[src/rtl/core/srec_pkg.sv]
package srec_pkg;

  // Data bytes per S1 record
  localparam int REC_BYTES = 16;
  localparam int IDX_W     = (REC_BYTES > 1) ? $clog2(REC_BYTES) : 1;
  localparam int CNT_W     = $clog2(REC_BYTES + 1);
  // byte position inside a record: count, two address bytes, data, checksum
  localparam int BIDX_W    = $clog2(REC_BYTES + 5);
  localparam int QDEPTH    = 4;
  localparam int QPTR_W    = $clog2(QDEPTH);

  // input function codes
  localparam logic [1:0] FUNC_DATA   = 2'd0;
  localparam logic [1:0] FUNC_ORIGIN = 2'd1;
  localparam logic [1:0] FUNC_END    = 2'd2;

  localparam logic [7:0] CH_S    = 8'h53;
  localparam logic [7:0] CH_1    = 8'h31;
  localparam logic [7:0] CH_9    = 8'h39;
  localparam logic [7:0] CH_NL   = 8'h0a;
  localparam logic [7:0] S9_CNT  = 8'h03;
  localparam logic [7:0] ADDR_BYTES_PLUS_SUM = 8'd3;

  // command handed from front to back
  typedef struct packed {
    logic              flush;
    logic              fin;
    logic              append;
    logic [CNT_W-1:0]  flush_n;
    logic [15:0]       rec_addr;
    logic [15:0]       start_addr;
    logic [7:0]        data;
    logic [IDX_W-1:0]  idx;
  } cmd_t;

  typedef enum logic [2:0] {
    ST_IDLE,
    ST_S,
    ST_TYPE,
    ST_HI,
    ST_LO,
    ST_NL
  } back_state_t;

  function automatic logic [7:0] hex_char(input logic [3:0] nib);
    logic [7:0] n8;
    n8 = {4'd0, nib};
    if (nib < 4'd10) begin
      hex_char = n8 + 8'h30;
    end else begin
      hex_char = n8 + 8'h37;
    end
  endfunction

endpackage

[src/rtl/core/srec_front.sv]
module srec_front
  import srec_pkg::*;
(
  input  logic        clk,
  input  logic        rst_n,
  input  logic        in_valid,
  output logic        in_stall,
  input  logic [1:0]  in_func,
  input  logic [7:0]  in_data_byte,
  input  logic [15:0] in_address,
  input  logic        q_full,
  output logic        q_push,
  output cmd_t        q_cmd
);

  logic [CNT_W-1:0] fill_r, fill_nxt;
  logic [15:0]      rec_addr_r, rec_addr_nxt;
  logic [15:0]      next_addr_r, next_addr_nxt;
  logic             accept;
  logic             full;
  logic [CNT_W-1:0] base_fill;

  assign in_stall = q_full;
  assign accept   = in_valid && !q_full;
  assign full     = (fill_r == CNT_W'(REC_BYTES));
  assign base_fill = full ? '0 : fill_r;

  // classify the word and update buffer bookkeeping
  always_comb begin
    fill_nxt      = fill_r;
    rec_addr_nxt  = rec_addr_r;
    next_addr_nxt = next_addr_r;
    q_push        = 1'b0;
    q_cmd.flush      = 1'b0;
    q_cmd.fin        = 1'b0;
    q_cmd.append     = 1'b0;
    q_cmd.flush_n    = fill_r;
    q_cmd.rec_addr   = rec_addr_r;
    q_cmd.start_addr = in_address;
    q_cmd.data       = in_data_byte;
    q_cmd.idx        = base_fill[IDX_W-1:0];
    if (accept) begin
      case (in_func)
        FUNC_DATA: begin
          q_push        = 1'b1;
          q_cmd.flush   = full;
          q_cmd.append  = 1'b1;
          fill_nxt      = base_fill + CNT_W'(1);
          if (base_fill == '0) rec_addr_nxt = next_addr_r;
          next_addr_nxt = next_addr_r + 16'd1;
        end
        FUNC_ORIGIN: begin
          q_push        = (fill_r != '0);
          q_cmd.flush   = 1'b1;
          fill_nxt      = '0;
          next_addr_nxt = in_address;
        end
        FUNC_END: begin
          q_push      = 1'b1;
          q_cmd.flush = (fill_r != '0);
          q_cmd.fin   = 1'b1;
          fill_nxt    = '0;
        end
        default: ;
      endcase
    end
  end

  always_ff @(posedge clk) begin
    if (!rst_n) begin
      fill_r      <= '0;
      rec_addr_r  <= '0;
      next_addr_r <= '0;
    end else begin
      fill_r      <= fill_nxt;
      rec_addr_r  <= rec_addr_nxt;
      next_addr_r <= next_addr_nxt;
    end
  end

endmodule

[src/rtl/core/srec_cmdq.sv]
module srec_cmdq
  import srec_pkg::*;
(
  input  logic clk,
  input  logic rst_n,
  input  logic push,
  input  cmd_t push_cmd,
  output logic full,
  input  logic pop,
  output logic empty,
  output cmd_t head
);

  cmd_t              mem_r [QDEPTH];
  logic [QPTR_W-1:0] wr_r, wr_nxt;
  logic [QPTR_W-1:0] rd_r, rd_nxt;
  logic [QPTR_W:0]   cnt_r, cnt_nxt;
  logic              do_push, do_pop;

  assign full    = (cnt_r == (QPTR_W+1)'(QDEPTH));
  assign empty   = (cnt_r == '0);
  assign do_push = push && !full;
  assign do_pop  = pop && !empty;
  assign head    = mem_r[rd_r];

  // pointer and count update
  always_comb begin
    wr_nxt  = do_push ? wr_r + QPTR_W'(1) : wr_r;
    rd_nxt  = do_pop ? rd_r + QPTR_W'(1) : rd_r;
    cnt_nxt = cnt_r;
    if (do_push && !do_pop) cnt_nxt = cnt_r + (QPTR_W+1)'(1);
    if (!do_push && do_pop) cnt_nxt = cnt_r - (QPTR_W+1)'(1);
  end

  always_ff @(posedge clk) begin
    if (!rst_n) begin
      wr_r  <= '0;
      rd_r  <= '0;
      cnt_r <= '0;
    end else begin
      wr_r  <= wr_nxt;
      rd_r  <= rd_nxt;
      cnt_r <= cnt_nxt;
    end
  end

  always_ff @(posedge clk) begin
    if (do_push) mem_r[wr_r] <= push_cmd;
  end

endmodule

[src/rtl/core/srec_back.sv]
module srec_back
  import srec_pkg::*;
(
  input  logic        clk,
  input  logic        rst_n,
  input  logic        q_empty,
  input  cmd_t        q_head,
  output logic        q_pop,
  output logic        out_valid,
  input  logic        out_stall,
  output logic [7:0]  out_char,
  output logic        out_record_end,
  output logic        out_last
);

  back_state_t state_r, state_nxt;

  logic [7:0]        buf_r [REC_BYTES];
  logic              kind9_r, kind9_nxt;
  logic              fin_r, fin_nxt;
  logic              app_r, app_nxt;
  logic [CNT_W-1:0]  n_r, n_nxt;
  logic [15:0]       addr_r, addr_nxt;
  logic [15:0]       start_r, start_nxt;
  logic [7:0]        dat_r, dat_nxt;
  logic [IDX_W-1:0]  widx_r, widx_nxt;
  logic [BIDX_W-1:0] bidx_r, bidx_nxt;
  logic [7:0]        sum_r, sum_nxt;

  logic              ov_r, ov_nxt;
  logic [7:0]        och_r, och_nxt;
  logic              orec_r, orec_nxt;
  logic              olast_r, olast_nxt;

  logic              can_load;
  logic              is_sum;
  logic [BIDX_W-1:0] didx;
  logic [7:0]        cur_byte;
  logic              wr_en;
  logic [IDX_W-1:0]  wr_idx;
  logic [7:0]        wr_data;
  logic              chain9;

  assign can_load = !ov_r || !out_stall;
  assign chain9   = !kind9_r && fin_r;

  // byte currently being printed as two hex digits
  assign is_sum = (bidx_r == BIDX_W'(n_r) + BIDX_W'(3));
  assign didx   = bidx_r - BIDX_W'(3);
  always_comb begin
    if (bidx_r == BIDX_W'(0)) begin
      cur_byte = 8'(n_r) + ADDR_BYTES_PLUS_SUM;
    end else if (bidx_r == BIDX_W'(1)) begin
      cur_byte = addr_r[15:8];
    end else if (bidx_r == BIDX_W'(2)) begin
      cur_byte = addr_r[7:0];
    end else if (is_sum) begin
      cur_byte = ~sum_r;
    end else begin
      cur_byte = buf_r[didx[IDX_W-1:0]];
    end
  end

  // next state
  always_comb begin
    state_nxt = state_r;
    case (state_r)
      ST_IDLE: if (!q_empty && (q_head.flush || q_head.fin)) state_nxt = ST_S;
      ST_S:    if (can_load) state_nxt = ST_TYPE;
      ST_TYPE: if (can_load) state_nxt = ST_HI;
      ST_HI:   if (can_load) state_nxt = ST_LO;
      ST_LO:   if (can_load) state_nxt = is_sum ? ST_NL : ST_HI;
      ST_NL:   if (can_load) state_nxt = chain9 ? ST_S : ST_IDLE;
      default: state_nxt = ST_IDLE;
    endcase
  end

  // outputs, record registers and buffer writes
  always_comb begin
    q_pop     = 1'b0;
    kind9_nxt = kind9_r;
    fin_nxt   = fin_r;
    app_nxt   = app_r;
    n_nxt     = n_r;
    addr_nxt  = addr_r;
    start_nxt = start_r;
    dat_nxt   = dat_r;
    widx_nxt  = widx_r;
    bidx_nxt  = bidx_r;
    sum_nxt   = sum_r;
    ov_nxt    = ov_r && out_stall;
    och_nxt   = och_r;
    orec_nxt  = orec_r;
    olast_nxt = olast_r;
    wr_en     = 1'b0;
    wr_idx    = widx_r;
    wr_data   = dat_r;
    case (state_r)
      ST_IDLE: begin
        if (!q_empty) begin
          q_pop     = 1'b1;
          fin_nxt   = q_head.fin;
          app_nxt   = q_head.append;
          start_nxt = q_head.start_addr;
          dat_nxt   = q_head.data;
          widx_nxt  = q_head.idx;
          if (q_head.flush) begin
            kind9_nxt = 1'b0;
            n_nxt     = q_head.flush_n;
            addr_nxt  = q_head.rec_addr;
          end else begin
            kind9_nxt = 1'b1;
            n_nxt     = '0;
            addr_nxt  = q_head.start_addr;
          end
          // plain append: nothing to print
          if (!q_head.flush && !q_head.fin) begin
            wr_en   = q_head.append;
            wr_idx  = q_head.idx;
            wr_data = q_head.data;
          end
        end
      end
      ST_S: begin
        if (can_load) begin
          ov_nxt = 1'b1; och_nxt = CH_S; orec_nxt = 1'b0; olast_nxt = 1'b0;
        end
      end
      ST_TYPE: begin
        if (can_load) begin
          ov_nxt = 1'b1; och_nxt = kind9_r ? CH_9 : CH_1;
          orec_nxt = 1'b0; olast_nxt = 1'b0;
          bidx_nxt = '0;
          sum_nxt  = '0;
        end
      end
      ST_HI: begin
        if (can_load) begin
          ov_nxt = 1'b1; och_nxt = hex_char(cur_byte[7:4]);
          orec_nxt = 1'b0; olast_nxt = 1'b0;
        end
      end
      ST_LO: begin
        if (can_load) begin
          ov_nxt = 1'b1; och_nxt = hex_char(cur_byte[3:0]);
          orec_nxt = 1'b0; olast_nxt = 1'b0;
          sum_nxt  = sum_r + cur_byte;
          bidx_nxt = bidx_r + BIDX_W'(1);
        end
      end
      ST_NL: begin
        if (can_load) begin
          ov_nxt = 1'b1; och_nxt = CH_NL;
          orec_nxt = 1'b1; olast_nxt = !chain9;
          if (chain9) begin
            // end marker after a flush: S9 with the start address
            kind9_nxt = 1'b1;
            n_nxt     = '0;
            addr_nxt  = start_r;
          end else begin
            wr_en = app_r;
          end
        end
      end
      default: ;
    endcase
  end

  assign out_valid      = ov_r;
  assign out_char       = och_r;
  assign out_record_end = orec_r;
  assign out_last       = olast_r;

  always_ff @(posedge clk) begin
    if (!rst_n) begin
      state_r <= ST_IDLE;
      ov_r    <= 1'b0;
    end else begin
      state_r <= state_nxt;
      ov_r    <= ov_nxt;
    end
  end

  always_ff @(posedge clk) begin
    kind9_r <= kind9_nxt;
    fin_r   <= fin_nxt;
    app_r   <= app_nxt;
    n_r     <= n_nxt;
    addr_r  <= addr_nxt;
    start_r <= start_nxt;
    dat_r   <= dat_nxt;
    widx_r  <= widx_nxt;
    bidx_r  <= bidx_nxt;
    sum_r   <= sum_nxt;
    och_r   <= och_nxt;
    orec_r  <= orec_nxt;
    olast_r <= olast_nxt;
  end

  // byte buffer
  always_ff @(posedge clk) begin
    if (wr_en) buf_r[wr_idx] <= wr_data;
  end

endmodule

[src/rtl/core/srecord_encoder_unit.sv]
// S1/S9 record encoder.
// Input channel (in_valid / in_stall): one word per item, in_func selects a
// data byte, an origin change (in_address) or the end marker (in_address
// holds the start address). Output channel (out_valid / out_stall): one
// ASCII character per word, out_record_end on each closing newline, out_last
// on the final character caused by one input word.
// A front stage keeps the fill count and addresses and posts commands into
// a four-entry queue; a back sequencer prints records from the byte buffer.
// Throughput is set by the back sequencer: one character per cycle while
// out_stall does not hold it; a data byte that only fills the buffer costs
// the sequencer a single queue pop. The command queue lets the front accept
// further words while the sequencer prints a record.
// in_stall rises only while the command queue is full.
// When out_stall is high a pending output word holds and the sequencer waits.
// Reset (rst_n low, synchronous) empties the buffer and queue and sets both
// addresses to zero.
module srecord_encoder_unit
  import srec_pkg::*;
(
  input  logic        clk,
  input  logic        rst_n,
  input  logic        in_valid,
  output logic        in_stall,
  input  logic [1:0]  in_func,
  input  logic [7:0]  in_data_byte,
  input  logic [15:0] in_address,
  output logic        out_valid,
  input  logic        out_stall,
  output logic [7:0]  out_char,
  output logic        out_record_end,
  output logic        out_last
);

  cmd_t push_cmd, head_cmd;
  logic push, q_full, q_pop, q_empty;

  srec_front u_front (
    .clk          (clk),
    .rst_n        (rst_n),
    .in_valid     (in_valid),
    .in_stall     (in_stall),
    .in_func      (in_func),
    .in_data_byte (in_data_byte),
    .in_address   (in_address),
    .q_full       (q_full),
    .q_push       (push),
    .q_cmd        (push_cmd)
  );

  srec_cmdq u_cmdq (
    .clk      (clk),
    .rst_n    (rst_n),
    .push     (push),
    .push_cmd (push_cmd),
    .full     (q_full),
    .pop      (q_pop),
    .empty    (q_empty),
    .head     (head_cmd)
  );

  srec_back u_back (
    .clk            (clk),
    .rst_n          (rst_n),
    .q_empty        (q_empty),
    .q_head         (head_cmd),
    .q_pop          (q_pop),
    .out_valid      (out_valid),
    .out_stall      (out_stall),
    .out_char       (out_char),
    .out_record_end (out_record_end),
    .out_last       (out_last)
  );

endmodule
[config.mk]
export PLATFORM = sky130hd
export DESIGN_NAME = srecord_encoder_unit
export DESIGN_NICKNAME = d
export VERILOG_FILES = /design/src/rtl/core/srec_pkg.sv /design/src/rtl/core/srec_front.sv /design/src/rtl/core/srec_cmdq.sv /design/src/rtl/core/srec_back.sv /design/src/rtl/core/srecord_encoder_unit.sv
export SDC_FILE = /design/constraint.sdc
export NUM_CORES = 1
export LEC_CHECK = 0
export BUFFER_PORTS_ARGS = -buffer_cell sky130_fd_sc_hd__buf_2
export CELL_PAD_IN_SITES_DETAIL_PLACEMENT = 1
export CELL_PAD_IN_SITES_GLOBAL_PLACEMENT = 1
export CORE_MARGIN = 2
export CORE_UTILIZATION = 58
export CTS_CLUSTER_SIZE = 10
export DETAILED_ROUTE_END_ITERATION = 7
export GPL_TIMING_DRIVEN = 0
export PLACE_DENSITY = 0.81
export SETUP_SLACK_MARGIN = 0.05
export SLEW_MARGIN = 10
export SYNTH_ARGS = -nofsm -noshare
export SYNTH_HDL_FRONTEND = slang
export SYNTH_SLANG_ARGS = --single-unit
[constraint.sdc]
create_clock -name clk -period 7.2 [get_ports clk]
set_input_delay 1.8 -clock clk [delete_from_list [all_inputs] [get_ports clk]]
set_output_delay 1.8 -clock clk [all_outputs]
set_load 0.005 [all_outputs]
**Word-level counts from Yosys, hierarchy flattened**

Memories as Yosys holds them, arrays and structs flattened. A register that Yosys moved wholly into a read port is not among the register bits.
Index checks and enable logic that the tools add are counted.

- Bits of input ports: 30
- Bits in registers: 123
- Bits in writable memories: 336
- Logic and storage cells: 190
- Memories kept: 2
- Output and inout port bits: 12
- Bits in latches: 0
- Memory bits (read-only): 0

- Equal/unequal tests: 21
- Shift-type cells: 0
- Magnitude comparators: 2
- Mux-type cells: 80
- Multiply operators: 0
- Reduce and logical (&&, ||, !) cells: 47
- Add/subtract/negate cells: 15
- Divide/modulo/power cells: 0
- Bitwise gates (word level): 2

Memories:

| memory | depth | bits a word | rd ports | clocked after Yosys merged registers in | wr ports | line | source |
|---|---|---|---|---|---|---|---|
| u_cmdq.mem_r | 4 | 52 | 1 | 1 | 1 | srec_cmdq.sv:14 | `cmd_t mem_r [QDEPTH];` |
| u_back.buf_r | 16 | 8 | 1 | 0 | 1 | srec_back.sv:18 | `logic [7:0] buf_r [REC_BYTES];` |

Operators with widths:

| operator | count |
|---|---|
| 8-bit 2-to-1 mux | 16 |
| 16-bit 2-to-1 mux | 4 |
| 16-bit one-hot mux with 2 select lines | 2 |
| 8-bit one-hot mux with 5 select lines | 1 |
| 5-bit 2-to-1 mux | 7 |
| 3-bit 2-to-1 mux | 10 |
| 5-bit one-hot mux with 2 select lines | 3 |
| 4-bit by 6-bit adder with 7-bit output, second input constant | 4 |
| 1-bit 2-to-1 mux | 23 |
| 3-bit one-hot mux with 6 select lines | 1 |
| 16-bit by 1-bit adder with 16-bit output, second input constant | 1 |
| 4-bit 2-to-1 mux | 4 |
| 2-bit by 1-bit inequality test with 1-bit output, second input constant | 8 |
| 8-bit one-hot mux with 2 select lines | 1 |
| 6-bit AND reduction | 2 |
| 2-bit nonzero test | 6 |
| 5-bit by 1-bit adder with 5-bit output, second input constant | 2 |
| 1-bit zero test | 10 |
| 5-bit zero test | 2 |
| 1-bit one-hot mux with 2 select lines | 5 |
| 5-bit nonzero test | 2 |
| 3-bit equality test, second input constant | 3 |
| 1-bit logical AND | 9 |
| 3-bit AND reduction | 3 |
| 29 further kinds | 38 |

**Longest topological paths before layout**

- Depth in word-level cells: 10
- Gate-level depth with buffers: 23

**Cells and area by module**

From an unflattened synthesis, not the netlist that was laid out.

- Cell total of the unflattened synthesis: 1209
- Area total of the unflattened synthesis: 19652.6 um^2

Modules (own cells, without submodules):

| module | sequential area each (um^2) | cells each | area each (um^2) | times used |
|---|---|---|---|---|
| srec_back | 6145.9 | 614 | 9385.3 | 1 |
| srec_cmdq | 6426.2 | 326 | 8051.5 | 1 |
| srec_front | 740.7 | 269 | 2215.9 | 1 |

**Worst setup path after synthesis**

No wires, ideal clock.

- Kind: register -> register
- Start point: register u_back.bidx_r[0]
- End point: register u_back.sum_r[7] (data pin)
- Data arrival time: 4.281 ns
- Path buffers: 6
- Stages on the path, launching flop included: 23
- Setup slack: 2.653 ns
- Clock period less this slack: 4.547 ns
- Cell sequence: edfxtp_1 > buf_6 > buf_12 > buf_6 > inv_1 > ha_1 > buf_2 > buf_6 > clkbuf_1 > mux4_2 > mux4_2 > nand2_1 > a31o_2 > inv_1 > ha_1 > a21o_1 > a21oi_1 > o21bai_1 > a21oi_1 > o21bai_1 > maj3_2 > xnor2_1 > nor2_1

- Longest elaborated chain between the ends: 9
- Elaborated cells between the ends (all ways): 13
- Those cells by class: add/sub (2); eq/ne (3); mux (6); reduce/logical (1); memory (1)

Ends and longest elaborated chain:

| element | line | source |
|---|---|---|
| start: declaration | srec_back.sv:27 | `logic [BIDX_W-1:0] bidx_r, bidx_nxt;` |
| start signal: assignment | srec_back.sv:193 | `bidx_r <= bidx_nxt;` |
| 4-bit by 2-bit subtractor with 4-bit output | srec_back.sv:49 | `assign didx = bidx_r - BIDX_W'(3);` |
| net u_back.didx[0] | srec_back.sv:37 | `logic [BIDX_W-1:0] didx;` |
| memory read 16 x 8 bit | -- |  |
| 8-bit 2-to-1 mux | srec_back.sv:57 | `end else if (is_sum) begin` |
| 8-bit 2-to-1 mux | srec_back.sv:55 | `end else if (bidx_r == BIDX_W'(2)) begin` |
| 8-bit 2-to-1 mux | srec_back.sv:53 | `end else if (bidx_r == BIDX_W'(1)) begin` |
| 8-bit 2-to-1 mux | srec_back.sv:51 | `if (bidx_r == BIDX_W'(0)) begin` |
| 8-bit adder | srec_back.sv:147 | `sum_nxt = sum_r + cur_byte;` |
| 8-bit 2-to-1 mux | srec_back.sv:144 | `if (can_load) begin` |
| 8-bit one-hot mux with 2 select lines | srec_back.sv:98 | `case (state_r)` |
| end signal: assignment | srec_back.sv:194 | `sum_r <= sum_nxt;` |
| end: declaration | srec_back.sv:28 | `logic [7:0] sum_r, sum_nxt;` |

The timed path passes the listed nets, and every way through them passes these cells. The select of a mux whose other input is x is not followed.
A chain may end at the register's enable or synchronous reset.

**Worst setup path in the final report**

Same ends and word-level chain as after synthesis.

==> flow_summary.yaml <==
critical_path:
  path_max_fanout: 10
  worstPathArrival_ps: 5890
  path_class: "reg -> reg"
  crit_required_ps: 7480
  worstSetupEndpointType: "register"
  crit_chain: "buf_6 > buf_12 > buf_6 > inv_1 > ha_1 > buf_2 > buf_6 > clkbuf_1 > mux4_2 > mux4_2 > nand2_1 > a31o_2 > inv_1 > ha_1 > a21o_1 > a21oi_1 > o21bai_1 > a21oi_1 > o21bai_1 > maj3_2 > xnor2_1 > nor2_1"
  slowest_delay_ps: 560
  cp_common_cell: "buf_6"
  worst_setup_path_start_kind: "register"
  cp_slowest_cell: "mux4_2"
detailed_routing:
  wl_per_cell_um: 26.43
  final_antenna_net_count: 0
  dr.first_iter.drc_count: 847
  totalWireLength_mm: 45.94
  vias: 10770
  first_pass_iters: 5
  viasPerCell: 6.195
  drc_errors: 0
place:
  gp_congestion: 0.8814
  hpwl_mm: 30.19
  io_buffers: 39
  placed_area_um2: 20080
timing:
  skew_ps: 29.39
  setup_viol: 0
  rsz0062_at_grt: "false"
  fmax_mhz: 178.4
  finalHoldViolCount: 0
  worst_slew_pin_slew_ps: 999.0
  fin_crit_ps: 5607
  drv_slew: 0
  layout_worst_path_cycle_share: 0.7787
  setup_tns_ps: 0
  relSlewSlack: 0.3315
clocking:
  clock_latency_ps: 580
  clk_pin_slew_ps: 60
  ctsResizeCount: 0
  cts_sinks: 460
  htreeDepth: 2
  ctsHoldBuffers: 0
  cts_inserted_buffers: 52
  cts_buffer_depth: 3
  clock-root-buffer: "clkbuf_16"
  tritoncts: "built"
  postCtsSetupRepairBufs: 0
yosys:
  synth_warnings: 0
  syn_avg_cell_area_um2: 16.66
  synth_common_cells: "edfxtp_1 (410), mux4_2 (81), nor2_1 (73), a21oi_1 (63), mux2i_1 (51)"
  synth_edf_count: 410
  ys_async_sr_fraction: 0
  ys_ff_latch: 460
  yosysMostFrequentCell: "edfxtp_1"
  synthTopCellsByArea: "edfxtp_1 (64%), mux4_2 (9.5%), dfxtp_1 (5.2%)"
  post_synth_inst_count: 1158
  synth_ff_type: "edfxtp_1"
  synth_seq_area_share: 0.6902
  yosysTopAreaCellShare: 0.6383
  synth_fp_nets: 1216
  synth_cell_types: 84
  synth_top_area_cell: "edfxtp_1"
  synth_area_um2: 19290
status:
  status: "complete, no violations"
floorplanning:
  fp-row-count: 66
  die_x_um: 186.4
  die_h_um: 186.4
  initial_utilization: 0.5913
  io_pins: 42
  core_um2: 32620
  die_area_um2: 34730
global_route:
  overflow: 0
  grt_pass1_wl_mm: 71.03
  grt_antenna_before_repair: 0
  grt.total_usage: 0.2711
  grt_pass1_vias: 11630
  grt_max_degree: 53
final_layout:
  diodes: 0
  syn_to_final_growth_pct: 12.18
  multi_input_area_um2: 5593
  drive_gt1_frac: 0.1860
  nets: 1311
  fill_cells: 2856
  regArea_um2: 13310
  final_area_um2: 21640
  final_core_util: 0.6633
pwr:
  p_per_area_nw_per_um2: 388.0
  leakagePower_uw: 0.007098
  irDropWorstVdd_mv: 0.1760
  power_uw: 8395
job:
  max_cap_viol_count: 0
min_path:
  hold_path.class: "reg -> reg"
[cell type report]
cell class | instances | area share
Buffer | 60 | 0.01382
Clock buffer | 94 | 0.06888
Clock inverter | 3 | 0.003181
Inverter | 27 | 0.004684
Multi-Input combinational cell | 611 | 0.2585
Sequential cell | 460 | 0.6153
Tap cell | 442 | 0.02556
Timing Repair Buffer | 41 | 0.01006
[cell families (layout without fill, tap and decap cells)]
logic type	count (synthesis)	after routing	share of synthesized area
flip-flops	460	460	0.6902
adder cells (fa/ha/maj)	29	29	0.01953
multiplexers	150	150	0.1355
buffers and inverters	87	225	0.02076
AND/OR/NAND/NOR	238	238	0.06325
AO/OA/AOI/OAI	167	167	0.05624
other	1	1	0.0001944
XOR/XNOR	26	26	0.01434
[per-stage QoR]
step / setup WS, ps / hold slack, ps / cells
final: 1593 / 515.5 / 1738
after global routing: 1313 / 551.0 / 1738
after floorplan: 2653 / 458.3 / 1158
after detailed placement: 1587 / 508.4 / 1641
after CTS: 1522 / 515.5 / 1738
after global placement: 1625 / 492.9 / 1639
[where the power goes]
group	internal [µW]	switching [µW]	leakage (µW)
Combinational	925	1460	0.00229
Sequential	3420	142	0.00407
Clock	1420	1020	0.000738
[registers in the layout, indices dropped and copies added, names as in the netlist, 7 cells and up, named ones only]
name and flops:
u_back.buf_r 128, u_back.start_r 16, u_front.rec_addr_r 16, u_back.sum_r 8, u_cmdq.mem_r 208, u_back.out_char 7
u_back.dat_r 8, u_front.next_addr_r 16, u_back.addr_r 16
[worst paths after layout]
kind / start / endpoint / slack (ps) / depth (start not counted)
max: u_back.bidx_r[0] / u_back.sum_r[7] / 1590 / 22
min: u_cmdq.cnt_r[2] / u_cmdq.cnt_r[2] / 520 / 2
max reg2reg: u_back.bidx_r[0] / u_back.sum_r[7] / 1590 / 22
min reg2reg: u_cmdq.cnt_r[2] / u_cmdq.cnt_r[2] / 520 / 2
[critical path, delay by kind of cell (launching register included)]
kind	cells	cell delay, ps
compound gates	6	1070
xor+xnor	1	160
fa+ha+maj	3	820
buf+inv	8	1680
flops	1	420
mux	2	970
simple gates	2	160
[cell usage in the layout, fill, tap and decap left out, types with 15 or more instances in the layout]
| master | count |
|---|---|
| a21oi_1 | 62 |
| and2_1 | 15 |
| and3_1 | 15 |
| buf_2 | 49 |
| clkbuf_1 | 78 |
| clkbuf_16 | 53 |
| dfxtp_1 | 50 |
| edfxtp_1 | 410 |
| ha_1 | 26 |
| inv_1 | 25 |
| mux2i_1 | 51 |
| mux4_2 | 81 |
| nand2_1 | 42 |
| nor2_1 | 73 |
| nor2b_1 | 30 |
| o21ai_0 | 25 |
| xnor2_1 | 18 |
[metal layers]
layer	global-route usage	vias to the layer above	wire (µm)
li1	-	4737	-
met1	0.3678	5554	19160
met2	0.4506	371	22690
met3	0.04044	105	2500
met4	0.1015	0	1585
met5	0	-	0
Note: power is estimated with default switching activity, not from simulation.
